### config.mk
export PLATFORM = sky130hd
export DESIGN_NAME = lxd_classify
export DESIGN_NICKNAME = d
export VERILOG_FILES = /design/src/rtl/lxd_pkg.sv /design/src/rtl/lxd_classify.sv
export SDC_FILE = /design/constraint.sdc
export NUM_CORES = 1
export LEC_CHECK = 0
export ABC_AREA = 1
export BUFFER_PORTS_ARGS = -buffer_cell sky130_fd_sc_hd__buf_4
export CAP_MARGIN = 20
export CORE_UTILIZATION = 40
export DETAILED_ROUTE_END_ITERATION = 7
export PLACE_DENSITY = 0.74
export SLEW_MARGIN = 20
export SYNTH_ARGS = -nofsm -noshare
export SYNTH_HDL_FRONTEND = slang
export SYNTH_SLANG_ARGS = --single-unit
### constraint.sdc
create_clock -name vclk -period 3.4
set_clock_uncertainty 0.2 [all_clocks]
set_input_delay 0.68 -clock vclk [all_inputs]
set_output_delay 0.68 -clock vclk [all_outputs]
set_load 0.02 [all_outputs]
### src/rtl/lxd_pkg.sv
`timescale 1ns / 1ps
// ----------------------------------------------------------------------------
// lxd_pkg: shared types and constants of the 8-neighbour extrema detector
// Holds the configuration register indexes, the field widths of a result
// beat, the class codes and the per-result metadata record.
// ----------------------------------------------------------------------------
package lxd_pkg;

    // Defaults of the top-level parameters.
    localparam int MAX_COLUMNS_DEF = 1024;
    localparam int SAMPLE_BITS_DEF = 16;

    // Fixed widths of configuration and result fields.
    localparam int CFG_DATA_BITS   = 16;
    localparam int ROW_BITS        = 16;
    localparam int COLUMN_CFG_BITS = 11;
    localparam int COLUMN_BITS     = 10;
    localparam int COUNT_BITS      = 26;
    localparam logic [COUNT_BITS-1:0] COUNT_MAX = {COUNT_BITS{1'b1}};

    // Number of results one input beat can cause.
    localparam int RESULT_SLOTS = 4;

    // Configuration register indexes.
    localparam logic REG_ROW_COUNT    = 1'b0;
    localparam logic REG_COLUMN_COUNT = 1'b1;

    // Classification codes.
    typedef enum logic [1:0] {
        CLASS_NONE = 2'd0,
        CLASS_MAX  = 2'd1,
        CLASS_MIN  = 2'd2
    } extremum_class_t;

    // Everything about one pending result except the sample value.
    typedef struct packed {
        logic [ROW_BITS-1:0]    row;
        logic [COLUMN_BITS-1:0] column;
        extremum_class_t        ext_class;
        logic                   last;
    } result_meta_t;

endpackage

### src/rtl/lxd_classify.sv
`timescale 1ns / 1ps
// ----------------------------------------------------------------------------
// lxd_classify: strict local extremum test of one element
// Compares the center sample with up to eight neighbors; only neighbors
// whose use bit is set take part.
// ----------------------------------------------------------------------------
module lxd_classify #(
    parameter int SAMPLE_BITS = lxd_pkg::SAMPLE_BITS_DEF
) (
    input  logic [SAMPLE_BITS-1:0]      center,
    input  logic [7:0][SAMPLE_BITS-1:0] neighbours,
    input  logic [7:0]                  nb_used,
    output lxd_pkg::extremum_class_t    ext_class
);

    logic is_max;
    logic is_min;

    // Signed compare against every neighbor in use.
    always_comb
    begin
        is_max = 1'b1;
        is_min = 1'b1;
        for (int i = 0; i < 8; i++)
        begin
            if (nb_used[i])
            begin
                if (!($signed(center) > $signed(neighbours[i])))
                begin
                    is_max = 1'b0;
                end
                if (!($signed(center) < $signed(neighbours[i])))
                begin
                    is_min = 1'b0;
                end
            end
        end
    end

    // A maximum wins over a minimum (both cannot hold with a neighbor).
    always_comb
    begin
        priority if (is_max)
        begin
            ext_class = lxd_pkg::CLASS_MAX;
        end
        else if (is_min)
        begin
            ext_class = lxd_pkg::CLASS_MIN;
        end
        else
        begin
            ext_class = lxd_pkg::CLASS_NONE;
        end
    end

endmodule

**After elaboration in Yosys (flattened, before gate mapping)**

Cells that the tools add are included.

- Input port bits: 152
- Memories: 0
- Output and inout port bits: 2
- Memory bits (read-only): 0
- Latch bits: 0
- RAM bits: 0
- Register bits after elaboration: 0
- Logic and storage cells: 50

- Bitwise gates (word level): 0
- Magnitude comparators: 16
- Multiply operators: 0
- $add $sub $neg: 0
- Mux-type cells: 34
- Eq/ne operators: 0
- Reduce and logical (&&, ||, !) cells: 0
- Divide/modulo/power cells: 0
- Shifts and indexed selects: 0

Operator list:

| cell | number |
|---|---|
| $gt A16 B16 Y1 | 8 |
| $lt A16 B16 Y1 | 8 |
| $mux W1 | 32 |
| $mux W2 | 2 |

**Logic depth before layout (Yosys ltp)**

Gate-level depths: netlist (run 1).

- Word-level depth: 19
- Mapped depth: 18
- Gate-level depth less buffers: 17

**Least setup slack after synthesis (run 1)**

Ideal clock, no wire load.

- Path kind: input -> output
- Start point: input port neighbours[47] (netlist bit)
- End point: output port ext_class[1]
- Required time: 2.520 ns
- Data arrival time: 2.162 ns
- Path buffers: 0
- Stages on the path: 14
- Slack: 0.358 ns
- Cells stage by stage: inv_1 -> ha_1 -> nand2_1 -> nor2_2 -> nand2_2 -> nor2_4 -> nand2_2 -> nand4_1 -> nand2_1 -> nand2_1 -> nand2_1 -> nor2_1 -> nand2_1 -> a21oi_1

- Word-level cells in the longest chain between the ends: 15
- Elaborated cells on any way between the ends: 28
- Classes of those cells: order compare: 2; mux: 26

RTL lines:

| item | line | RTL |
|---|---|---|
| start: declaration | lxd_classify.sv:11 | `input logic [7:0][SAMPLE_BITS-1:0] neighbours,` |
| $lt A16 B16 Y1 | lxd_classify.sv:32 | `if (!($signed(center) < $signed(neighbours[i])))` |
| $mux W1 | lxd_classify.sv:32 |  |
| $mux W1 | lxd_classify.sv:26 | `if (nb_used[i])` |
| $mux W1 | lxd_classify.sv:32 |  |
| $mux W1 | lxd_classify.sv:26 |  |
| $mux W1 | lxd_classify.sv:32 |  |
| $mux W1 | lxd_classify.sv:26 |  |
| $mux W1 | lxd_classify.sv:32 |  |
| $mux W1 | lxd_classify.sv:26 |  |
| $mux W1 | lxd_classify.sv:32 |  |
| $mux W1 | lxd_classify.sv:26 |  |
| $mux W1 | lxd_classify.sv:32 |  |
| $mux W1 | lxd_classify.sv:26 |  |
| $mux W2 | lxd_classify.sv:47 | `else if (is_min)` |
| $mux W2 (*) | lxd_classify.sv:43 | `priority if (is_max)` |
| end: declaration | lxd_classify.sv:13 | `output lxd_pkg::extremum_class_t ext_class` |

Mark *: on every way between the ends. The rest lies on a longest branch, timed or not.

**Worst setup path in the final report (run 1)**

- Start point: input port center[11]
- End point: output port ext_class[1]

- Word-level cells in the longest chain between the ends: 19
- Elaborated cells on any way between the ends: 50
- Classes of those cells: order compare: 16; mux: 34

RTL lines:

| item | line | RTL |
|---|---|---|
| start: declaration | lxd_classify.sv:10 | `input logic [SAMPLE_BITS-1:0] center,` |
| $lt A16 B16 Y1 | lxd_classify.sv:32 |  |
| $mux W1 | lxd_classify.sv:32 |  |
| $mux W1 | lxd_classify.sv:26 |  |
| $mux W1 | lxd_classify.sv:32 |  |
| $mux W1 | lxd_classify.sv:26 |  |
| $mux W1 | lxd_classify.sv:32 |  |
| $mux W1 | lxd_classify.sv:26 |  |
| $mux W1 | lxd_classify.sv:32 |  |
| [3 not listed] | - |  |
| $mux W1 | lxd_classify.sv:32 |  |
| $mux W1 | lxd_classify.sv:26 |  |
| $mux W1 | lxd_classify.sv:32 |  |
| $mux W1 | lxd_classify.sv:26 |  |
| $mux W1 | lxd_classify.sv:32 |  |
| $mux W1 | lxd_classify.sv:26 |  |
| $mux W2 | lxd_classify.sv:47 |  |
| $mux W2 (*) | lxd_classify.sv:43 |  |

Marked as above.

==> run summary, run 1 <==
CP arrival: 2460 ps
drt initial violations: 118
Reg area: 0 µm²
Max Fanout on Critical Path: 8
Max IR drop VDD: 0.0883 mV
most numerous cell in the Yosys netlist: nand2_1
first-pass GRT wire length: 18.6 mm
vias per cell: 4.88
Place WS: -59.2 ps
wire length per cell: 13.0 µm
Crit. End Element: primary output
unrepaired setup endpoints after global routing: yes
total power: 699 µW
Die Y: 99.3 µm
Crit. Startpoint: center[11]
delay of the slowest cell on the worst path: 310 ps
crit-path cells: buf_6, ha_1, nand2_1, nor2_2, nand2_1, nor2_2, nand2_1, nand3_1, nand2_1, nand3_1, nand2_1, nor2_1, nand2_1, a21oi_2, buf_6
Hold WS: 1640 ps
P per Cell Area: 123 nW/µm²
vias: 4,512
Combinational Power Share: 1.000
Tot GR Track Use: 0.230
Worst-Margin Slew: 285 ps
P&R area growth vs syn: 49.4%
Slowest-stage cell, CP: ha_1
Core Area: 9200 µm²
Seq cells: 0
Syn Inst Count: 654
detailed-route DRC error count: 0
Int Pwr: 335 µW
Post-synth top cells: nand2_1 (194), inv_1 (193), ha_1 (128), a21oi_1 (40), nand3_1 (33)
Final Setup Violations: 0
net total in the final layout: 1,096
Ys Warns: 0
gr ovfl total: 0
Initial Util: 0.412
critical path class: primary input to primary output
largest net degree at the start of global routing: 9
placed cells: 920
max cap viols: 0
final setup margin: 57.2 ps
Hold Fails Final Rpt: 0
top cell type's share of synthesized area: 0.423
buffer and inverter count on the worst path: 2
Die W: 99.3 µm
Net Sw Frac: 0.521
Crit path max-delay family: simple AND/OR/NAND/NOR gates
Max Slew Vio Count: 0
Syn Nets: 934
share of cells above drive strength 1: 0.295
P_sw: 364 µW
Avg Cell Area, Syn: 5.79 µm²
Finished Layout Cells: 925
largest area contributor in the netlist: ha_1
Port Buffer Count: 154
drt total wl: 12.0 mm
die area: 9860 µm²
post-layout util: 0.615
sequential element share of the synthesized area: 0
Clk pwr share: 0
Final HPWL DP: 10.2 mm
Synth cell types: 20
fmax: 0.299 GHz
# clk buffers: 0
row cnt: 35
Slew headroom: 0.808
Worst path most repeated cell: nand2_1
CP startpoint kind: primary input
initial antenna violation count: 0
post-route minimum period: 3340 ps
outcome: completed
Post-Syn Area: 3790 µm²
Hold Startpoint: nb_used[2]
synth top area cells: ha_1 (42%), nand2_1 (19%), inv_1 (19%)
Worst EP required: 2520 ps
Leakage: 0.00354 µW
ANT cells: 0
gpl congestion: 0.900
vias in the first global route: 4,498
antenna viol nets, final: 0
final period utilization: 0.983
# IOs: 154
share of power burned in registers: 0
min-delay worst type: primary input to primary output
drt first pass iters: 4
Hold Buf Count CTS: 0
cells by family (layout without fill, tap and decap cells):
family	Yosys count	count (layout)	share of synthesized area
AND/OR/NAND/NOR	281	281	0.311
AO/OA/AOI/OAI	51	51	0.0727
buffers and inverters	194	354	0.193
adder cells (fa/ha/maj)	128	128	0.423
what timing repair did:
item                                    4_1_cts  5_1_grt
gates resized for setup                       3       85
pin swaps                                     1       30
endpoints found under the setup margin        2        2
setup buffers                                 0        5
worst paths after layout:
check,end,depth (start not counted)
worst max-delay path,ext_class[1],15
worst min-delay path,ext_class[1],7
layout make-up:
| cell class | count | area [µm²] |
|---|---|---|
| repair buffers | 161 | 1250 |
| inverters | 193 | 728 |
| fillers | 853 | 3540 |
| well taps | 111 | 139 |
| multi-input cells | 460 | 3540 |
per-stage QoR:
| stage | instance area [µm²] | setup TNS [ps] |
|---|---|---|
| floorplan | 3790 | 0 |
| global placement | 5090 | -15.6 |
| detailed placement | 5090 | -81.3 |
| CTS | 5100 | 0 |
| global route | 5660 | -68.9 |
| finish | 5660 | 0 |
power by group through the flow:
stage	registers (µW)	logic [µW]	clock network, µW
floorplan	0	342	0
global placement	0	577	0
detailed placement	0	605	0
CTS	0	610	0
global route	0	798	0
finish	0	699	0
layer usage:
| layer | up-vias | wire length, µm | global-route usage |
|---|---|---|---|
| met3 | 22 | 657 | 0.0232 |
| met2 | 132 | 6110 | 0.455 |
| met5 | - | 0 | 0 |
| met4 | 0 | 259 | 0.0633 |
| met1 | 2011 | 4960 | 0.258 |
| li1 | 2347 | - | - |
layout by cell type, fill, tap and decap left out, drive strengths merged, types with 3 or more instances in the layout:
master,instances
nand2,196
inv,192
buf,161
ha,128
a21oi,40
nand3,35
nor2,33
nand4,15
o21bai,6
o21ai,3
Power figures use the tool's default switching activity.
==> inputs of run 2 (changes only) <==
Settings changed: ABC_AREA 1 to unset, PLACE_DENSITY 0.74 to 0.75.
==> run summary, run 2 <==
setup total negative slack: -727 ps (-727 ps)
Hold Fails Final Rpt: 0 (unchanged)
gr ovfl total: 0 (unchanged)
Die Y: 95.5 µm (-3.8%)
antenna viol nets, final: 0 (unchanged)
Crit. End Element: primary output
Slew headroom: 0.763 (-0.0457)
post-layout util: 0.716 (+0.101)
Net Sw Frac: 0.464 (-0.0568)
sequential element share of the synthesized area: 0 (unchanged)
P&R area growth vs syn: 70.8%
min-delay worst type: primary input to primary output
gpl congestion: 0.919 (+2.1%)
critical path class: primary input to primary output
vias in the first global route: 4,314 (-4.1%)
commonest non-fill, non-tap cell in the layout: buf_4
commonest cells after routing, fill and taps aside: buf_4 (215), inv_1 (127), ha_1 (103)
first-pass GRT wire length: 18.7 mm (+0.52%)
drt first pass iters: 4 (unchanged)
unrepaired setup endpoints after global routing: yes
Reg area: 0 µm² (unchanged)
Syn Inst Count: 490 (-25%)
Seq cells: 0 (unchanged)
CP arrival: 2910 ps (+450 ps)
max cap viols: 0 (unchanged)
P_sw: 354 µW (-2.6%)
wire length per cell: 15.6 µm (+21%)
net total in the final layout: 1,002 (-8.6%)
Combinational Power Share: 1.000 (about the same)
failing checks: negative setup slack
initial antenna violation count: 0 (unchanged)
Worst EP required: 2520 ps (about the same)
Core Area: 8340 µm² (-9.3%)
Final HPWL DP: 10.8 mm (+5.6%)
vias per cell: 5.35 (+9.7%)
Avg Cell Area, Syn: 7.14 µm² (+23%)
Crit path max-delay family: compound AO/OA/AOI/OAI gates
outcome: finished, violations left
drt initial violations: 118 (unchanged)
Tot GR Track Use: 0.260 (+0.0301)
Synth cell types: 50 (+150%)
Port Buffer Count: 154 (unchanged)
design area: 5970 µm² (+5.6%)
Max Slew Vio Count: 0 (unchanged)
Clk pwr share: 0 (unchanged)
delay of the slowest cell on the worst path: 350 ps (+40 ps)
Final Setup Violations: 2 (+2)
Max IR drop VDD: 0.0609 mV (-31%)
row cnt: 33 (-5.7%)
share of power burned in registers: 0 (unchanged)
Hold Buf Count CTS: 0 (unchanged)
placed standard-cell area: 5310 µm² (+4.3%)
share of cells above drive strength 1: 0.410 (+0.115)
ANT cells: 0 (unchanged)
post-route minimum period: 3790 ps (+443 ps)
drt total wl: 12.9 mm (+7.6%)
largest net degree at the start of global routing: 9 (unchanged)
Worst-Margin Slew: 352 ps (+67.8 ps)
final period utilization: 1.11 (+0.130)
CP startpoint kind: primary input
Ys Warns: 0 (unchanged)
synth top area cells: ha_1 (46%), inv_1 (14%), a21oi_1 (6.4%)
detailed-route DRC error count: 0 (unchanged)
Max Fanout on Critical Path: 5 (-3)
# IOs: 154 (unchanged)
final setup margin: -385 ps (-443 ps)
vias: 4,416 (-2.1%)
Syn Nets: 770 (-18%)
Post-Syn Area: 3500 µm² (-7.6%)
buffer and inverter count on the worst path: 4 (+2)
total power: 764 µW (+9.3%)
top cell type's share of synthesized area: 0.458 (+0.0348)
Leakage: 0.00338 µW (-4.7%)
most numerous cell in the Yosys netlist: inv_1
P per Cell Area: 128 nW/µm² (+3.5%)
crit-path cells: buf_8, buf_6, ha_4, nand4_1, buf_4, nor2_2, a221o_1, mux2_4, a221o_1, a211oi_4, buf_6
# clk buffers: 0 (unchanged)
Post-synth top cells: inv_1 (129), ha_1 (128), a21oi_1 (45), nand2_1 (29), nand4_1 (28)
Die W: 95.5 µm (-3.8%)
fmax: 0.264 GHz (-12%)
Int Pwr: 409 µW (+22%)
Initial Util: 0.419 (+0.00774)
Slowest-stage cell, CP: a221o_1
largest area contributor in the netlist: ha_1
die area: 9120 µm² (-7.4%)
==> run 2: cell type report <==
type,instances,area (µm²)
fillers,652,2370
repair buffers,231,1840
inverters,129,484
well taps,105,131
multi-input cells,360,3520
==> run 2: layer usage <==
metal | global-route usage | vias up | wire length [µm]
met4 | 0.0585 | 0 | 274
met5 | 0 | - | 0
met1 | 0.298 | 2038 | 5320
met3 | 0.0136 | 19 | 672
met2 | 0.518 | 163 | 6630
li1 | - | 2196 | -
==> run 2: logic make-up after synthesis <==
kind of cell / Yosys count / synth area share
and+or+nand+nor: 116 / 0.187
buffers and inverters: 130 / 0.141
xor gates and xnor gates: 1 / 0.00250
AOI/OAI and AO/OA: 113 / 0.206
adders and majority gates: 128 / 0.458
muxes: 2 / 0.00608
==> run 2: through the flow <==
step | worst slack [ps] | instances | hold WS (ps)
3_5_place_dp | -593 | 813 | 1630
5_1_grt | -442 | 825 | 1640
2_1_floorplan | -13.8 | 490 | 1380
4_1_cts | -370 | 822 | 1600
3_3_place_gp | -587 | 813 | 1630
6_report | -385 | 825 | 1620
==> run 2: power groups by stage <==
| stage | clock [µW] | sequential [µW] | combinational (µW) |
|---|---|---|---|
| 6_report | 0 | 0 | 764 |
| 5_1_grt | 0 | 0 | 842 |
| 4_1_cts | 0 | 0 | 702 |
| 3_5_place_dp | 0 | 0 | 652 |
| 3_3_place_gp | 0 | 0 | 628 |
| 2_1_floorplan | 0 | 0 | 317 |
==> run 2: what timing repair did <==
item	4_1_cts	5_1_grt
pin swaps	15	23
setup buffers	9	3
endpoints found under the setup margin	2	2
resized for setup	42	47
==> run 2: worst paths after layout <==
path        from      endpoint  slack, ps  depth (start not counted)
max   center[14]  ext_class[1]       -390                         11
min   nb_used[4]  ext_class[1]       1620                          4
==> inputs of run 3 (changes only) <==
Settings changed: RECOVER_POWER set to 50, SLEW_MARGIN 20 to unset.
Clock period 3.4 ns to 3.5 ns, I/O delays scaled along.
==> run summary, run 3 (synthesis results as in run 2) <==
outcome: finished, violations left
failing checks: negative setup slack
row cnt: 33 (unchanged)
final period utilization: 1.11
post-layout util: 0.696 (-0.0206)
vias: 4,308 (-2.4%)
largest net degree at the start of global routing: 9 (unchanged)
Slew headroom: 0.701 (-0.0618)
Slowest-stage cell, CP: o21ai_0
antenna viol nets, final: 0 (unchanged)
CP startpoint kind: primary input
Seq cells: 0 (unchanged)
min-delay worst type: primary input to primary output
P per Cell Area: 124 nW/µm² (-3.0%)
unrepaired setup endpoints after global routing: yes
delay of the slowest cell on the worst path: 400 ps (+50 ps)
Max IR drop VDD: 0.0578 mV (-5.2%)
Worst-Margin Slew: 444 ps (+91.8 ps)
Reg area: 0 µm² (unchanged)
Die Y: 95.5 µm (unchanged)
first-pass GRT wire length: 18.4 mm (-1.2%)
drt initial violations: 113 (-4.2%)
Core Area: 8340 µm² (unchanged)
ANT cells: 0 (unchanged)
Tot GR Track Use: 0.256 (-0.00377)
Max Fanout on Critical Path: 5 (unchanged)
Initial Util: 0.419 (unchanged)
gr ovfl total: 0 (unchanged)
Die W: 95.5 µm (unchanged)
wire length per cell: 15.3 µm (-2.2%)
Worst EP required: 2600 ps (+80 ps)
initial antenna violation count: 0 (unchanged)
filler cell count in the final layout: 711 (+9.0%)
Place WS: -572 ps (+21.7 ps)
Final Setup Violations: 2 (unchanged)
crit-path cells: buf_4, ha_1, nand2_1, o21ai_0, a211oi_2, and3_4, o311ai_2, buf_4, nor4_4, buf_4, a211oi_4, buf_6
# clk buffers: 0 (unchanged)
Worst path most repeated cell: buf_4
Max Slew Vio Count: 0 (unchanged)
Final HPWL DP: 10.8 mm (-0.44%)
drt total wl: 12.5 mm (-3.0%)
CP arrival: 2990 ps (+80 ps)
gpl congestion: 0.917 (-0.15%)
max cap viols: 0 (unchanged)
share of cells above drive strength 1: 0.388 (-0.0212)
P&R area growth vs syn: 65.9%
post-route minimum period: 3890 ps
drt first pass iters: 4 (unchanged)
die area: 9120 µm² (unchanged)
critical path class: primary input to primary output
final setup margin: -394 ps (-8.55 ps)
vias in the first global route: 4,352 (+0.88%)
Hold Fails Final Rpt: 0 (unchanged)
# IOs: 154 (unchanged)
multi-input combinational cell area: 3430 µm² (-2.6%)
Leakage: 0.00332 µW (-1.6%)
hold path depth: 4 (unchanged)
fmax: 0.257 GHz
detailed-route DRC error count: 0 (unchanged)
Port Buffer Count: 154 (unchanged)
total power: 720 µW (-5.8%)
Crit. End Element: primary output
vias per cell: 5.27 (-1.6%)
net total in the final layout: 995 (-0.70%)
commonest non-fill, non-tap cell in the layout: buf_4
commonest cells after routing, fill and taps aside: buf_4 (213), inv_1 (127), ha_1 (108)
## run 3: layout make-up
type | count | share of cell area
multi-input combinational | 360 | 0.591
inverter | 129 | 0.0834
timing repair buffer | 224 | 0.303
tap | 105 | 0.0226
## run 3: worst paths after layout
check | startpoint | endpoint | slack (ps)
setup / recovery | center[7] | ext_class[1] | -390
hold / removal | nb_used[4] | ext_class[1] | 1650
## run 3: repair_timing
item	4_1_cts	5_1_grt
setup buffers	1	2
resized for setup	24	46
setup endpoints to repair	2	2
pin swaps	8	27
hold buffers	0	0
## run 3: worst max-delay path, delay by kind of cell
kind / cells / cell delay, ps
buffers and inverters: 4 / 600
AND/OR/NAND/NOR: 3 / 330
AO/OA/AOI/OAI: 4 / 1060
adder cells (fa/ha/maj): 1 / 300
## run 3: per-stage QoR
| step | hold slack, ps | instances | TNS (ps) | area [µm²] |
|---|---|---|---|---|
| 5_1_grt | 1670 | 818 | -779 | 5800 |
| 6_report | 1650 | 818 | -631 | 5800 |
| 3_3_place_gp | 1660 | 815 | -1140 | 5320 |
| 3_5_place_dp | 1660 | 815 | -1070 | 5320 |
| 4_1_cts | 1660 | 816 | -703 | 5450 |
| 2_1_floorplan | 1420 | 490 | 0 | 3510 |
## run 3: where the power goes
part           internal (µW)  switching, µW  leakage [µW]
registers                  0              0             0
logic                    386            333       0.00332
clock network              0              0             0
total                    386            333       0.00332
## run 3: layer usage
layer | part of all wire | global-route usage
met2 | 0.51 | 0.504
met1 | 0.41 | 0.301
met5 | 0 | 0
met4 | 0.032 | 0.0672
met3 | 0.047 | 0.00478
