===== config.mk =====
export PLATFORM = sky130hd
export DESIGN_NAME = lxd_result_queue
export DESIGN_NICKNAME = d
export VERILOG_FILES = /design/src/rtl/lxd_pkg.sv /design/src/rtl/lxd_result_queue.sv
export SDC_FILE = /design/constraint.sdc
export NUM_CORES = 1
export LEC_CHECK = 0
export BUFFER_PORTS_ARGS = -buffer_cell sky130_fd_sc_hd__buf_2
export CAP_MARGIN = 20
export CORE_ASPECT_RATIO = 2
export CORE_MARGIN = 2
export CORE_UTILIZATION = 40
export CTS_CLUSTER_SIZE = 30
export DETAILED_ROUTE_END_ITERATION = 6
export SLEW_MARGIN = 20
export SYNTH_ARGS = -nofsm -noshare
export SYNTH_HDL_FRONTEND = slang
export SYNTH_SLANG_ARGS = --single-unit
export TNS_END_PERCENT = 1

===== constraint.sdc =====
create_clock -name clk -period 9.35 [get_ports clk]
set_input_delay 0.935 -clock clk [delete_from_list [all_inputs] [get_ports clk]]
set_output_delay 0.935 -clock clk [all_outputs]
set_load 0.01 [all_outputs]

===== src/rtl/lxd_pkg.sv =====
`timescale 1ns / 1ps
// ----------------------------------------------------------------------------
// lxd_pkg: shared types and constants of the 8-neighbour extrema detector
// Holds the configuration register indexes, the field widths of a result
// beat, the class codes and the per-result metadata record.
// ----------------------------------------------------------------------------
package lxd_pkg;

    // Defaults of the top-level parameters.
    localparam int MAX_COLUMNS_DEF = 1024;
    localparam int SAMPLE_BITS_DEF = 16;

    // Fixed widths of configuration and result fields.
    localparam int CFG_DATA_BITS   = 16;
    localparam int ROW_BITS        = 16;
    localparam int COLUMN_CFG_BITS = 11;
    localparam int COLUMN_BITS     = 10;
    localparam int COUNT_BITS      = 26;
    localparam logic [COUNT_BITS-1:0] COUNT_MAX = {COUNT_BITS{1'b1}};

    // Number of results one input beat can cause.
    localparam int RESULT_SLOTS = 4;

    // Configuration register indexes.
    localparam logic REG_ROW_COUNT    = 1'b0;
    localparam logic REG_COLUMN_COUNT = 1'b1;

    // Classification codes.
    typedef enum logic [1:0] {
        CLASS_NONE = 2'd0,
        CLASS_MAX  = 2'd1,
        CLASS_MIN  = 2'd2
    } extremum_class_t;

    // Everything about one pending result except the sample value.
    typedef struct packed {
        logic [ROW_BITS-1:0]    row;
        logic [COLUMN_BITS-1:0] column;
        extremum_class_t        ext_class;
        logic                   last;
    } result_meta_t;

endpackage


===== src/rtl/lxd_result_queue.sv =====
`timescale 1ns / 1ps
// ----------------------------------------------------------------------------
// lxd_result_queue: result slots, output register and running counts
// Takes up to four results at once, hands them out in slot order, one beat
// per cycle unless stalled, and attaches per-frame maximum and minimum counts.
// ----------------------------------------------------------------------------
module lxd_result_queue #(
    parameter int SAMPLE_BITS = lxd_pkg::SAMPLE_BITS_DEF
) (
    input  logic                                      clk,
    input  logic                                      rst_n,
    input  logic                                      restart,
    input  logic                                      load,
    input  logic [lxd_pkg::RESULT_SLOTS-1:0]          load_mask,
    input  lxd_pkg::result_meta_t                     load_meta [lxd_pkg::RESULT_SLOTS],
    input  logic [lxd_pkg::RESULT_SLOTS-1:0][SAMPLE_BITS-1:0] load_value,
    output logic                                      free,
    output logic                                      out_valid,
    input  logic                                      out_ready,
    output logic [lxd_pkg::ROW_BITS-1:0]              row_index,
    output logic [lxd_pkg::COLUMN_BITS-1:0]           column_index,
    output logic [SAMPLE_BITS-1:0]                    element_value,
    output logic [1:0]                                extremum_class,
    output logic [lxd_pkg::COUNT_BITS-1:0]            maxima_total,
    output logic [lxd_pkg::COUNT_BITS-1:0]            minima_total,
    output logic                                      frame_end
);

    localparam int SEL_W = $clog2(lxd_pkg::RESULT_SLOTS);

    lxd_pkg::result_meta_t                   meta_reg [lxd_pkg::RESULT_SLOTS];
    logic [SAMPLE_BITS-1:0]                  value_reg [lxd_pkg::RESULT_SLOTS];
    logic [lxd_pkg::RESULT_SLOTS-1:0]        mask_reg;
    logic [lxd_pkg::RESULT_SLOTS-1:0]        mask_next;
    logic [SEL_W-1:0]                        sel;
    logic [lxd_pkg::RESULT_SLOTS-1:0]        sel_onehot;
    logic                                    drain;
    lxd_pkg::result_meta_t                   sel_meta;

    logic [lxd_pkg::COUNT_BITS-1:0]          max_cnt_reg;
    logic [lxd_pkg::COUNT_BITS-1:0]          min_cnt_reg;
    logic [lxd_pkg::COUNT_BITS-1:0]          max_cnt_next;
    logic [lxd_pkg::COUNT_BITS-1:0]          min_cnt_next;
    logic [lxd_pkg::COUNT_BITS-1:0]          max_total;
    logic [lxd_pkg::COUNT_BITS-1:0]          min_total;

    logic                                    out_valid_reg;
    logic [lxd_pkg::ROW_BITS-1:0]            out_row_reg;
    logic [lxd_pkg::COLUMN_BITS-1:0]         out_column_reg;
    logic [SAMPLE_BITS-1:0]                  out_value_reg;
    lxd_pkg::extremum_class_t                out_class_reg;
    logic [lxd_pkg::COUNT_BITS-1:0]          out_max_reg;
    logic [lxd_pkg::COUNT_BITS-1:0]          out_min_reg;
    logic                                    out_last_reg;

    // The lowest pending slot goes out first.
    always_comb
    begin
        sel = '0;
        priority if (mask_reg[0])
        begin
            sel = SEL_W'(0);
        end
        else if (mask_reg[1])
        begin
            sel = SEL_W'(1);
        end
        else if (mask_reg[2])
        begin
            sel = SEL_W'(2);
        end
        else
        begin
            sel = SEL_W'(3);
        end
        sel_onehot = lxd_pkg::RESULT_SLOTS'(1) << sel;
        sel_meta   = meta_reg[sel];
    end

    assign drain = (|mask_reg) && (!out_valid_reg || out_ready);

    // New results fit when every slot is gone by the end of this cycle.
    assign free = (mask_reg == '0) || ($onehot(mask_reg) && drain);

    always_comb
    begin
        priority if (load)
        begin
            mask_next = load_mask;
        end
        else if (drain)
        begin
            mask_next = mask_reg & ~sel_onehot;
        end
        else
        begin
            mask_next = mask_reg;
        end
    end

    // Saturating counts, including the beat that leaves now.
    always_comb
    begin
        max_total = max_cnt_reg;
        min_total = min_cnt_reg;
        if (sel_meta.ext_class == lxd_pkg::CLASS_MAX && max_cnt_reg != lxd_pkg::COUNT_MAX)
        begin
            max_total = max_cnt_reg + lxd_pkg::COUNT_BITS'(1);
        end
        if (sel_meta.ext_class == lxd_pkg::CLASS_MIN && min_cnt_reg != lxd_pkg::COUNT_MAX)
        begin
            min_total = min_cnt_reg + lxd_pkg::COUNT_BITS'(1);
        end
    end

    // The counts restart after the last beat of a frame and on a restart.
    always_comb
    begin
        priority if (restart)
        begin
            max_cnt_next = '0;
            min_cnt_next = '0;
        end
        else if (drain && sel_meta.last)
        begin
            max_cnt_next = '0;
            min_cnt_next = '0;
        end
        else if (drain)
        begin
            max_cnt_next = max_total;
            min_cnt_next = min_total;
        end
        else
        begin
            max_cnt_next = max_cnt_reg;
            min_cnt_next = min_cnt_reg;
        end
    end

    // Control state.
    always_ff @(posedge clk or negedge rst_n)
    begin
        if (!rst_n)
        begin
            mask_reg      <= '0;
            max_cnt_reg   <= '0;
            min_cnt_reg   <= '0;
            out_valid_reg <= 1'b0;
        end
        else
        begin
            mask_reg    <= mask_next;
            max_cnt_reg <= max_cnt_next;
            min_cnt_reg <= min_cnt_next;
            if (drain)
            begin
                out_valid_reg <= 1'b1;
            end
            else if (out_ready)
            begin
                out_valid_reg <= 1'b0;
            end
        end
    end

    // Slot payload.
    always_ff @(posedge clk)
    begin
        if (load)
        begin
            for (int i = 0; i < lxd_pkg::RESULT_SLOTS; i++)
            begin
                meta_reg[i]  <= load_meta[i];
                value_reg[i] <= load_value[i];
            end
        end
    end

    // Output register payload.
    always_ff @(posedge clk)
    begin
        if (drain)
        begin
            out_row_reg    <= sel_meta.row;
            out_column_reg <= sel_meta.column;
            out_value_reg  <= value_reg[sel];
            out_class_reg  <= sel_meta.ext_class;
            out_max_reg    <= max_total;
            out_min_reg    <= min_total;
            out_last_reg   <= sel_meta.last;
        end
    end

    assign out_valid      = out_valid_reg;
    assign row_index      = out_row_reg;
    assign column_index   = out_column_reg;
    assign element_value  = out_value_reg;
    assign extremum_class = out_class_reg;
    assign maxima_total   = out_max_reg;
    assign minima_total   = out_min_reg;
    assign frame_end      = out_last_reg;

    // Pending results are never dropped while the output is stalled.
    assert property (@(posedge clk) disable iff (!rst_n)
        ((|mask_reg) && out_valid_reg && !out_ready) |=> (mask_reg == $past(mask_reg)))
        else $error("result slots changed during an output stall");

    // The end of a frame clears both counts.
    assert property (@(posedge clk) disable iff (!rst_n)
        (drain && sel_meta.last) |=> (max_cnt_reg == '0 && min_cnt_reg == '0))
        else $error("counts not cleared after the frame end");

    // Only the last slot can carry the frame end.
    assert property (@(posedge clk) disable iff (!rst_n)
        (drain && sel_meta.last) |-> (sel == SEL_W'(3)))
        else $error("frame end taken from a slot other than the last");

endmodule


======== Word level (Yosys, flattened, before mapping) ========
Memory sizes are Yosys's and may differ from the RTL's. A register that Yosys moved wholly into a read port is not among the register bits.
Cells that the tools add are included.
word-level totals
  logic and storage cells ................. 55
  memory bits (writable) .................. 180
  output and inout port bits .............. 99
  memories ................................ 2
  bits of input ports ..................... 189
  ROM bits ................................ 0
  bits in latches ......................... 0
  bits in registers ....................... 138
operators by class
  order comparisons ....................... 0
  reduce and logical (&&, ||, !) cells .... 13
  eq/ne operators ......................... 5
  multipliers ............................. 0
  shift-type cells ........................ 1
  bitwise operators ....................... 2
  $add $sub $neg .......................... 5
  div/mod/pow operators ................... 0
  mux-type cells .......................... 17
memories
  memory     words  width  rd ports  clocked after memory_dff  write ports  line                    RTL
  meta_reg   4      29     1         0                         4            lxd_result_queue.sv:31  lxd_pkg::result_meta_t meta_reg [lxd_pkg::RESULT_SLOTS];
  value_reg  4      16     1         1                         4            lxd_result_queue.sv:32  logic [SAMPLE_BITS-1:0] value_reg [lxd_pkg::RESULT_SLOTS];
operators with widths
  operator                                          count
  two-way mux 26 bit                                8
  adder 26 x 1 -> 26 bit (second input constant)    2
  != test 26 bit (second input constant)            2
  two-way mux 4 bit                                 2
  logical AND 1 bit                                 5
  two-way mux 1 bit                                 5
  adder 1 x 1 -> 2 bit                              2
  bitwise AND 4 bit                                 1
  logical NOT 4 bit                                 1
  two-way mux 2 bit                                 2
  inverter 4 bit                                    1
  nonzero test 2 bit                                2
  OR reduction 4 bit                                1
  << shifter 1 x 2 -> 4 bit (first input constant)  1
  adder 2 x 2 -> 3 bit                              1
  == test 3 x 1 -> 1 bit (second input constant)    1
  nonzero test 3 bit                                1
  == test 2 x 1 -> 1 bit (second input constant)    1
  == test 2 bit (second input constant)             1
  logical OR 1 bit                                  2
  logical NOT 1 bit                                 1

======== Longest topological paths before layout ========
Gate-level depths: netlist (run 1).
An unclocked memory read counts as a cell.
  word-level depth ........................ 10
  depth in mapped cells ................... 13
  gate-level depth less buffers ........... 8

======== Worst setup path before layout (run 1) ========
No wires, ideal clock.
  path type ............................... reg-to-reg
  from .................................... reg mask_reg[0] (netlist name)
  to ...................................... reg max_cnt_reg[23] (netlist name)
  required time ........................... 9.263 ns
  buffers on the path ..................... 3
  arrival time ............................ 7.083 ns
  slack ................................... 2.180 ns
  library setup time ...................... 0.087 ns
  stages on the path, launching flop included .. 11
  path through ............................ dfrtp_1 > clkbuf_1 > inv_1 > ha_1 > buf_6 > nor3b_2 > nor2_1 > nand4_1 > buf_2 > a311o_1 > o211ai_1
between the ends
  elaborated cells on any way between the ends .. 12
  classes of those cells .................. 1 x eq/ne; 5 x mux; 5 x reduce/logical; 1 x memory
RTL lines
  item                      line                     RTL
  start: declaration        lxd_result_queue.sv:33   logic [lxd_pkg::RESULT_SLOTS-1:0] mask_reg;
  start signal: assignment  lxd_result_queue.sv:153  mask_reg <= mask_next;
  OR reduction 4 bit (*)    lxd_result_queue.sv:80   assign drain = (|mask_reg) && (!out_valid_reg || out_ready);
  logical AND 1 bit (*)     lxd_result_queue.sv:80
  named net drain           lxd_result_queue.sv:37   logic drain;
  logical AND 1 bit         lxd_result_queue.sv:124  else if (drain && sel_meta.last)
  two-way mux 26 bit        lxd_result_queue.sv:124
  two-way mux 26 bit        lxd_result_queue.sv:119  priority if (restart)
  end signal: assignment    lxd_result_queue.sv:154  max_cnt_reg <= max_cnt_next;
  end: declaration          lxd_result_queue.sv:40   logic [lxd_pkg::COUNT_BITS-1:0] max_cnt_reg;
Mark *: on every way through the listed nets, which the timed path passes. The rest lies on a longest branch. The select of a mux whose other input is x is not followed.
A chain may end at the register's enable or synchronous reset.

======== Worst setup path after layout (run 1) ========
  from .................................... reg mask_reg[0] (netlist name)
  to ...................................... out free
between the ends
  word-level cells in the longest chain between the ends .. 5
  elaborated cells on any way between the ends .. 8
  classes of those cells .................. 2 x add/sub; 1 x eq/ne; 5 x reduce/logical
ends and longest elaborated chain
  item                                        line                    RTL
  adder 1 x 1 -> 2 bit (implied by the code)  lxd_result_queue.sv:83  assign free = (mask_reg == '0) || ($onehot(mask_reg) && drain);
  adder 2 x 2 -> 3 bit (implied by the code)  lxd_result_queue.sv:83
  == test 3 x 1 -> 1 bit                      lxd_result_queue.sv:83
  logical AND 1 bit                           lxd_result_queue.sv:83
  logical OR 1 bit (*)                        lxd_result_queue.sv:83
  end: declaration                            lxd_result_queue.sv:17  output logic free,
Mark *: on every way between the ends. The rest lies on a longest branch, timed or not.

==> out/results.tsv, run 1 <==
metric	value	unit
Tmin final	3784	ps
Seq cells post-synth	334	
io pins	288	
DRT iter0 DRCs	461	
wire per inst	19.16	µm
Syn. warnings	0	
Final HPWL DP	21380	µm
post-CTS sizing	0	
starting density of the core	40.22	%
Top FF cell, synth	edfxtp_1	
final hold viol count	0	
routed vias	8346	
VDD IR max	0.0001667	V
Power Internal	0.002574	W
unrepaired setup endpoints after global routing	no	
Sw Share	23.34	%
setup_tns	0	ps
die height	265.9	µm
Comb power frac	11.2	%
post-synthesis sequential area ratio	71.03	%
Reg power frac	53.5	%
antenna viol nets, final	0	
ys async rst share	17.07	%
first-pass GRT wire length	46510	µm
Startpoint Class	flop	
final WL	30700	µm
top cell type's share of synthesized area	60.63	%
Clock Power Share	35.3	%
die width	135.0	µm
total gr overflow	0	
GP Congestion	0.8318	
maxcap violations	0	
Synth area leader	edfxtp_1	
CTS tree	done	
Largest stage delay, worst path	600	ps
CP max-delay cell	fa_1	
Max Fanout on Critical Path	8	
Crit Path Class	reg2out	
largest net degree at the start of global routing	114	
DRC errors left	0	
Layout Skew	22.30	ps
clock latency at the later pin of the worst-skew pair	570	ps
max FFs per register	116	
final net count	1334	
Least-Margin Pin Slew	1019	ps
initial antenna violation count	5	
P_sw	0.0007838	W
drt pass-1 iters	4	
class of the worst hold path	in2async	
vias in the first global route	8660	
Crit. End Element	output pin	
cell with the most instances after synthesis	edfxtp_1	
final core occ	48.45	%
setup repair bufs after CTS	0	
Arr. time, crit path	2850	ps
Core Area	0.03411	mm²
hold buffers post-CTS	0	
layout cells sized above 1	35.46	%
root buffer cell	clkbuf_16	
max_slew headroom	32.04	%
syn nets	1050	
fin crit share	40.47	%
Fill cells	3022	
Area contributors post-synth	edfxtp_1 61%, dfrtp_1 10%, mux4_2 6.9%	
Clock Sinks	334	
Static Leakage	6.388	nW
Cell Area, Synth	0.01372	mm²
total die area	0.03589	mm²
Inserted Clock Buffers	29	
pwr/cell area	203.2	mW/mm²
Clock Path Buffers	3	
GRT Total Usage	16.87	%
area delta synth->final	20.47	%
IO buf count	287	
num rows	96	
max frequency	0.2643	GHz
crit path cell chain	inv_1 -> fa_1 -> inv_1 -> ha_1 -> ha_1 -> nor2_1 -> a31o_2 -> buf_2	
Avg Cell Area, Syn	16.06	µm²
Clock Pin Slew Worst Setup and Hold Paths	70	ps
H-tree depth	1	
synth cell count leaders	277 x edfxtp_1, 57 x dfrtp_1, 55 x nand2_1	
Slew Viols, Final	0	
synth unique cells	62	
DR vias/cell	5.210	
final setup vio count	0	
R2R depth	10	
Mapped Cells	854	
Post-synth EDFFs	277	
outcome	complete, no violations	
Crit path required time	8420	ps
through the flow:
step	instances	total power, W	hold slack [ps]	setup slack (ps)	cell area, µm²
after global routing	1602	0.003489	511.1	5455	16530
final	1602	0.003358	527.6	5566	16530
after global placement	1548	0.002205	521.0	5906	15590
after CTS	1600	0.003408	508.1	5523	16520
after floorplan	854	0.002039	498.2	2180	13720
after detailed placement	1548	0.002215	537.7	5852	15600
power groups by stage:
stage               clock [W]  sequential, W  combinational [W]
floorplan                   0        0.00185           0.000186
global placement            0        0.00182           0.000381
detailed placement          0        0.00183           0.000385
CTS                   0.00122        0.00180           0.000385
global route          0.00127        0.00181           0.000411
finish                0.00118        0.00180           0.000376
cell type report:
type / count / area [µm²] / share of cell area (%)
multi-input combinational: 456 / 3710 / 22.45
tap: 441 / 551.8 / 3.338
antenna: 2 / 5.005 / 0.03028
clock buffer: 36 / 752.0 / 4.550
clock inverter: 16 / 172.7 / 1.045
timing repair buffer: 297 / 1518 / 9.182
sequential: 334 / 9744 / 58.96
inverter: 20 / 75.07 / 0.4542
cells in the final DEF (no fill, tap or decap), drive strengths merged, types with 4 or more instances in the layout:
master | Yosys | final
mux2 | 5 | 5
a31oi | 35 | 35
edfxtp | 277 | 277
nand2b | 9 | 9
a41oi | 10 | 10
xor2 | 10 | 10
nor3 | 6 | 6
ha | 6 | 6
and4 | 8 | 8
mux2i | 4 | 4
o211ai | 5 | 5
nor2 | 24 | 24
xnor2 | 38 | 38
and2 | 5 | 5
o31ai | 12 | 12
clkinv | 0 | 7
a21oi | 23 | 23
nand3 | 29 | 29
nand4 | 18 | 18
buf | 31 | 297
inv | 20 | 23
and3 | 20 | 20
clkbuf | 13 | 36
dfrtp | 57 | 57
o21ai | 44 | 44
nand2 | 57 | 57
nor4 | 4 | 4
or3 | 10 | 10
mux4 | 42 | 42
worst max-delay path: cells and delay by family (launching register included):
family	cells	cell delay, ps
AOI/OAI and AO/OA	1	230
buffers and inverters	3	430
DFF	1	540
and+or+nand+nor	1	40
adders and majority gates	3	1040
logic make-up after synthesis:
kind of cell | Yosys count | synth area share (%)
buf+inv | 64 | 2.253
flops | 334 | 71.03
xor+xnor | 48 | 3.064
mux | 51 | 7.597
compound gates | 146 | 6.767
simple gates | 204 | 8.600
fa+ha+maj | 7 | 0.6931
per-layer routing:
metal  GRT usage [%]  vias up  share of wire (%)
met5               0        -               0.11
met1           17.17     4078                 34
met3           4.338       76                6.6
li1                -     3907                  -
met2           31.79      279                 55
met4           7.489        6                4.3
worst paths after layout:
| check | start | endpoint | slack (ps) |
|---|---|---|---|
| worst max-delay path | mask_reg[0] | free | 5570 |
| worst min-delay path | rst_n | max_cnt_reg[8] | 530 |
| worst max register to register | mask_reg[0] | max_cnt_reg[3] | 5920 |
| worst min register to register | min_cnt_reg[22] | min_cnt_reg[22] | 550 |
| max in group asynchronous | rst_n | max_cnt_reg[19] | 8260 |
| min in group clk | load_value[58] | value_reg[3][10] | 540 |
Note: power is estimated with default switching activity, not from simulation.
==> run 2, diff against run 1 <==
==> constraint.sdc (replaced) <==
create_clock -name clk -period 3.2 [get_ports clk]
set_input_delay 0.32 -clock clk [delete_from_list [all_inputs] [get_ports clk]]
set_output_delay 0.32 -clock clk [all_outputs]
set_load 0.01 [all_outputs]
==> run 2 against run 1 <==
Effect of this change: via count increased by 11%; critical path depth unchanged; combinational power increased to 3.5 times the previous value; wire length up 12%; clock skew down 2.5 ps; register-to-register slack got worse by 5400 ps; cell count is 13% higher; core utilization is 6.2 points higher; cell area increased by 13%; highest routed layer is now met4.
==> out/results.tsv, run 2 (synthesis gave the netlist of run 1 again) <==
metric	value	unit
outcome	complete, no violations	
register area	0.009744	mm²
Startpoint Class	flop	
num rows	96	
H-tree depth	1	
drt pass-1 iters	5	
Crit. End Element	output pin	
Clock Sinks	334	
layout cells sized above 1	31.52	%
DRC errors left	0	
Arr. time, crit path	2700	ps
clock latency at the later pin of the worst-skew pair	570	ps
Core Area	0.03411	mm²
routed vias	9266	
maxcap violations	0	
Slew Viols, Final	0	
final setup margin	176.8	ps
class of the worst hold path	in2reg	
fin crit share	94.48	%
initial antenna violation count	1	
worst r2r src	mask_reg[0]	
GP Congestion	0.8077	
commonest non-fill, non-tap cell in the layout	buf_2	
antenna viol nets, final	0	
area delta synth->final	35.91	%
final WL	34340	µm
Fill cells	2825	
max FFs per register	116	
DRT iter0 DRCs	484	
CTS tree	done	
Final HPWL DP	22400	µm
DP Worst Slack	422.4	ps
hold path cells	3	
max_slew headroom	35.84	%
Least-Margin Pin Slew	962.3	ps
total die area	0.03589	mm²
IO buf count	287	
setup repair bufs after CTS	0	
wire per inst	19.05	µm
first-pass GRT wire length	53070	µm
Layout Skew	19.79	ps
largest net degree at the start of global routing	82	
total gr overflow	0	
VDD IR max	0.0004909	V
vias in the first global route	10020	
most frequent cells in the layout	286 x buf_2, 277 x edfxtp_1, 185 x dlygate4sd3_1, 57 x dfrtp_1, 55 x nand2_1	
die width	135.0	µm
unrepaired setup endpoints after global routing	no	
GRT Total Usage	19.12	%
final setup vio count	0	
Clock Path Buffers	3	
post-CTS sizing	0	
max frequency	0.3308	GHz
final net count	1530	
R2R depth	8	
Crit path required time	2880	ps
Max Fanout on Critical Path	8	
total power	0.01050	W
starting density of the core	40.22	%
pwr/cell area	563.1	mW/mm²
Inserted Clock Buffers	30	
Static Leakage	7.294	nW
final hold viol count	0	
die height	265.9	µm
Tmin final	3023	ps
multi-input logic area	0.003709	mm²
Crit Path Class	reg2out	
min-delay src	out_ready	
DR vias/cell	5.139	
root buffer cell	clkbuf_16	
io pins	288	
Clock Pin Slew Worst Setup and Hold Paths	70	ps
Critical Path Start	mask_reg[0]	
## run 2: cell count changes in the layout (fill, tap and decap cells not counted), sizes merged
| cell | before | now |
|---|---|---|
| inv | 23 | 21 |
| clkinv | 7 | 9 |
| dlygate4sd3 | 0 | 185 |
| bufinv | 3 | 6 |
| diode | 2 | 4 |
| buf | 297 | 307 |
| clkbuf | 36 | 37 |
## run 2: stage by stage
step	cell area, µm²	cells	hold slack, ps	TNS (ps)	util [%]
after floorplan	13760	854	24.41	-15170	-
after global placement	15700	1558	497.1	0	46.03
after detailed placement	15700	1558	498.1	0	46.03
after CTS	18640	1799	95.17	0	54.63
after global routing	18640	1801	158.7	0	54.64
final	18650	1803	121.4	0	54.66
## run 2: report_power, final
| group | switching [W] | leakage [nW] | internal [W] |
|---|---|---|---|
| sequential | 0.000119 | 3.52 | 0.00514 |
| combinational | 0.000689 | 3.25 | 0.000623 |
| clock | 0.00162 | 0.521 | 0.00231 |
## run 2: path summary, 6_finish.rpt
| check | to | slack [ps] |
|---|---|---|
| min in group asynchronous | max_cnt_reg[12] | 460 |
| setup reg to reg | max_cnt_reg[14] | 480 |
| hold / removal | out_valid | 120 |
| max in group asynchronous | max_cnt_reg[5] | 2000 |
| setup / recovery | free | 180 |
| hold reg to reg | min_cnt_reg[14] | 560 |
## run 2: area by class of cell
type / instances / share of cell area [%]
Sequential cell: 334 / 52.26
Multi-Input combinational cell: 456 / 19.89
Timing Repair Buffer: 492 / 18.61
Clock buffer: 37 / 4.389
Tap cell: 441 / 2.959
Clock inverter: 19 / 1.409
Inverter: 20 / 0.4295
Antenna cell: 4 / 0.05368
## run 2: critical path: stages (launching register included)
cell and delay (ps):
dfrtp_1 600, inv_6 80, fa_1 540, inv_1 40, ha_1 170, ha_1 260
nor2_1 130, a31o_2 180, buf_2 140
## run 2: routing by layer
layer / vias up / GRT usage, % / wire length [µm]
li1: 4307 / - / -
met1: 4557 / 19.36 / 11530
met2: 327 / 37.10 / 19430
met3: 75 / 3.710 / 1923
met4: 0 / 8.305 / 1464
met5: - / 0 / 0
## run 2: timing repair
item / 4_1_cts / 5_1_grt
endpoints found under the hold margin: 220 / 0
setup endpoints to repair: 0 / 0
hold buffers: 185 / 0
==> run 3, diff against run 2 <==
--- a/config.mk
+++ b/config.mk
@@ -5,6 +5,7 @@
 export SDC_FILE = /design/constraint.sdc
 export NUM_CORES = 1
 export LEC_CHECK = 0
+export ABC_AREA = 1
 export BUFFER_PORTS_ARGS = -buffer_cell sky130_fd_sc_hd__buf_2
 export CAP_MARGIN = 20
 export CORE_ASPECT_RATIO = 2
==> run 3 against run 2 <==
Effect of this change: first-iteration DRC count up 47%; count of clock-buffer cells in the layout down 4; wire length up 8.1%; worst hold slack better by 22 ps; synthesized cell count up 50%; setup slack better by 79 ps.
==> out/results.tsv, run 3 <==
metric	value	unit
outcome	complete, no violations	
Reg power frac	49.5	%
setup repair bufs after CTS	0	
max FFs per register	116	
P_sw	0.002953	W
register area	0.009744	mm²
Clock Sinks	334	
die height	271.3	µm
DP Worst Slack	539.8	ps
routed vias	11030	
Comb power frac	16.5	%
final hold viol count	0	
Area contributors post-synth	edfxtp_1 58%, dfrtp_1 10%, nand2_1 7.7%	
placed instance count	1988	
commonest non-fill, non-tap cell in the layout	nand2_1	
H-tree depth	1	
GP Congestion	0.8990	
Crit Path Class	reg2out	
Tmin final	2945	ps
Seq cells post-synth	334	
total power	0.01108	W
area delta synth->final	34.05	%
Clock Path Buffers	3	
Clock Power Share	34.0	%
hold path cells	4	
R2R depth	9	
Sw Share	26.65	%
CTS tree	done	
syn nets	1477	
total die area	0.03734	mm²
Top FF cell, synth	edfxtp_1	
Slew Viols, Final	0	
Syn. warnings	0	
Static Leakage	8.010	nW
Arr. time, crit path	2620	ps
num rows	98	
Core Area	0.03544	mm²
Layout Skew	14.49	ps
Cell Area, Synth	0.01429	mm²
starting density of the core	40.33	%
wire per inst	16.64	µm
synth unique cells	33	
Inserted Clock Buffers	30	
largest net degree at the start of global routing	77	
DR vias/cell	4.942	
VDD IR max	0.0005485	V
Max Fanout on Critical Path	7	
total gr overflow	0	
Non-Filler Instances	2231	
most frequent cells in the layout	293 x nand2_1, 286 x buf_2, 277 x edfxtp_1, 185 x dlygate4sd3_1, 142 x nand3_1	
IO buf count	287	
first-pass GRT wire length	58370	µm
max_slew headroom	43.19	%
vias in the first global route	11370	
DRT iter0 DRCs	710	
Clock Pin Slew Worst Setup and Hold Paths	70	ps
antenna viol nets, final	0	
multi-input logic area	0.003983	mm²
drt pass-1 iters	5	
Post-synth EDFFs	277	
clock latency at the later pin of the worst-skew pair	580	ps
GRT Total Usage	19.86	%
root buffer cell	clkbuf_16	
ys async rst share	17.07	%
layout cells sized above 1	21.53	%
WHS	143.7	ps
initial antenna violation count	1	
class of the worst hold path	in2reg	
Synth area leader	edfxtp_1	
Mapped Cells	1281	
maxcap violations	0	
Least-Margin Pin Slew	852.2	ps
die width	137.7	µm
Power Internal	0.008127	W
Startpoint Class	flop	
synth cell count leaders	293 x nand2_1, 277 x edfxtp_1, 142 x nand3_1	
final setup margin	255.3	ps
final core occ	54.06	%
io pins	288	
Avg Cell Area, Syn	11.16	µm²
pwr/cell area	578.4	mW/mm²
Crit. End Element	output pin	
final WL	37130	µm
Crit path required time	2880	ps
Final HPWL DP	23060	µm
unrepaired setup endpoints after global routing	no	
top cell type's share of synthesized area	58.21	%
DRC errors left	0	
max frequency	0.3396	GHz
post-synthesis sequential area ratio	68.19	%
Fill cells	2990	
final setup vio count	0	
fin crit share	92.02	%
cell with the most instances after synthesis	nand2_1	
final net count	1951	
run 3: cell types whose count changed in the layout (fill, tap and decap cells not counted), moves of 12 or more:
cell / delta
o31ai_1: -12
and2_1: +46
mux4_2: -42
a22oi_1: +42
and3_1: -19
nor2_1: +83
xor2_1: +14
o21ai_0: +51
nand2_1: +238
inv_1: +76
nand3_1: +116
a21oi_1: -23
xnor2_1: -38
a31oi_1: -34
run 3: through the flow:
| step | TNS, ps | area (µm²) |
|---|---|---|
| after CTS | 0 | 19150 |
| after global routing | 0 | 19150 |
| after global placement | 0 | 16260 |
| final | 0 | 19160 |
| after floorplan | -4954 | 14350 |
| after detailed placement | 0 | 16260 |
run 3: path summary, 6_finish.rpt:
check	from	to	slack (ps)
setup / recovery	mask_reg[0]	free	260
hold / removal	out_ready	out_valid	140
setup reg to reg	mask_reg[0]	min_cnt_reg[3]	520
hold reg to reg	max_cnt_reg[25]	max_cnt_reg[25]	550
max in group asynchronous	rst_n	max_cnt_reg[20]	1790
min in group asynchronous	rst_n	max_cnt_reg[9]	370
run 3: power by group through the flow:
stage               sequential (W)  clock [W]  combinational (W)
global route               0.00554    0.00402            0.00204
detailed placement         0.00558          0            0.00165
global placement           0.00556          0            0.00161
CTS                        0.00549    0.00385            0.00184
finish                     0.00549    0.00377            0.00182
floorplan                  0.00567          0           0.000835
run 3: kinds of logic after synthesis:
family / after synthesis / share of synthesized area [%]
adder cells (fa/ha/maj): 7 / 0.6654
AO/OA/AOI/OAI: 135 / 5.647
flip-flops: 334 / 68.19
buffers and inverters: 146 / 4.290
AND/OR/NAND/NOR: 635 / 19.74
XOR/XNOR: 24 / 1.471
run 3: layout make-up:
class | instances | share of cell area [%]
inverter | 99 | 1.953
tap | 450 | 2.939
multi-input combinational | 801 | 20.79
clock inverter | 23 | 1.398
antenna | 2 | 0.02613
timing repair buffer | 489 | 17.99
clock buffer | 33 | 4.030
sequential | 334 | 50.87
run 3: repair_timing:
action,CTS,global route
hold endpoints to repair,212,0
resized for setup,0,0
hold buffers,185,0
run 3: worst max-delay path, cell delays in order, from the launching register on:
cell and delay [ps]:
dfrtp_1 450, inv_2 130, fa_1 550, inv_1 40, ha_1 170, ha_1 270
nor2_1 40, a31o_2 240, buf_2 140
run 3: per-layer routing:
metal / GRT usage [%] / vias to the layer above / share of wire (%)
met4: 6.647 / 0 / 2.8
li1: - / 5357 / -
met3: 3.810 / 53 / 7.2
met2: 34.26 / 391 / 50
met1: 24.76 / 5224 / 40
met5: 0 / - / 0
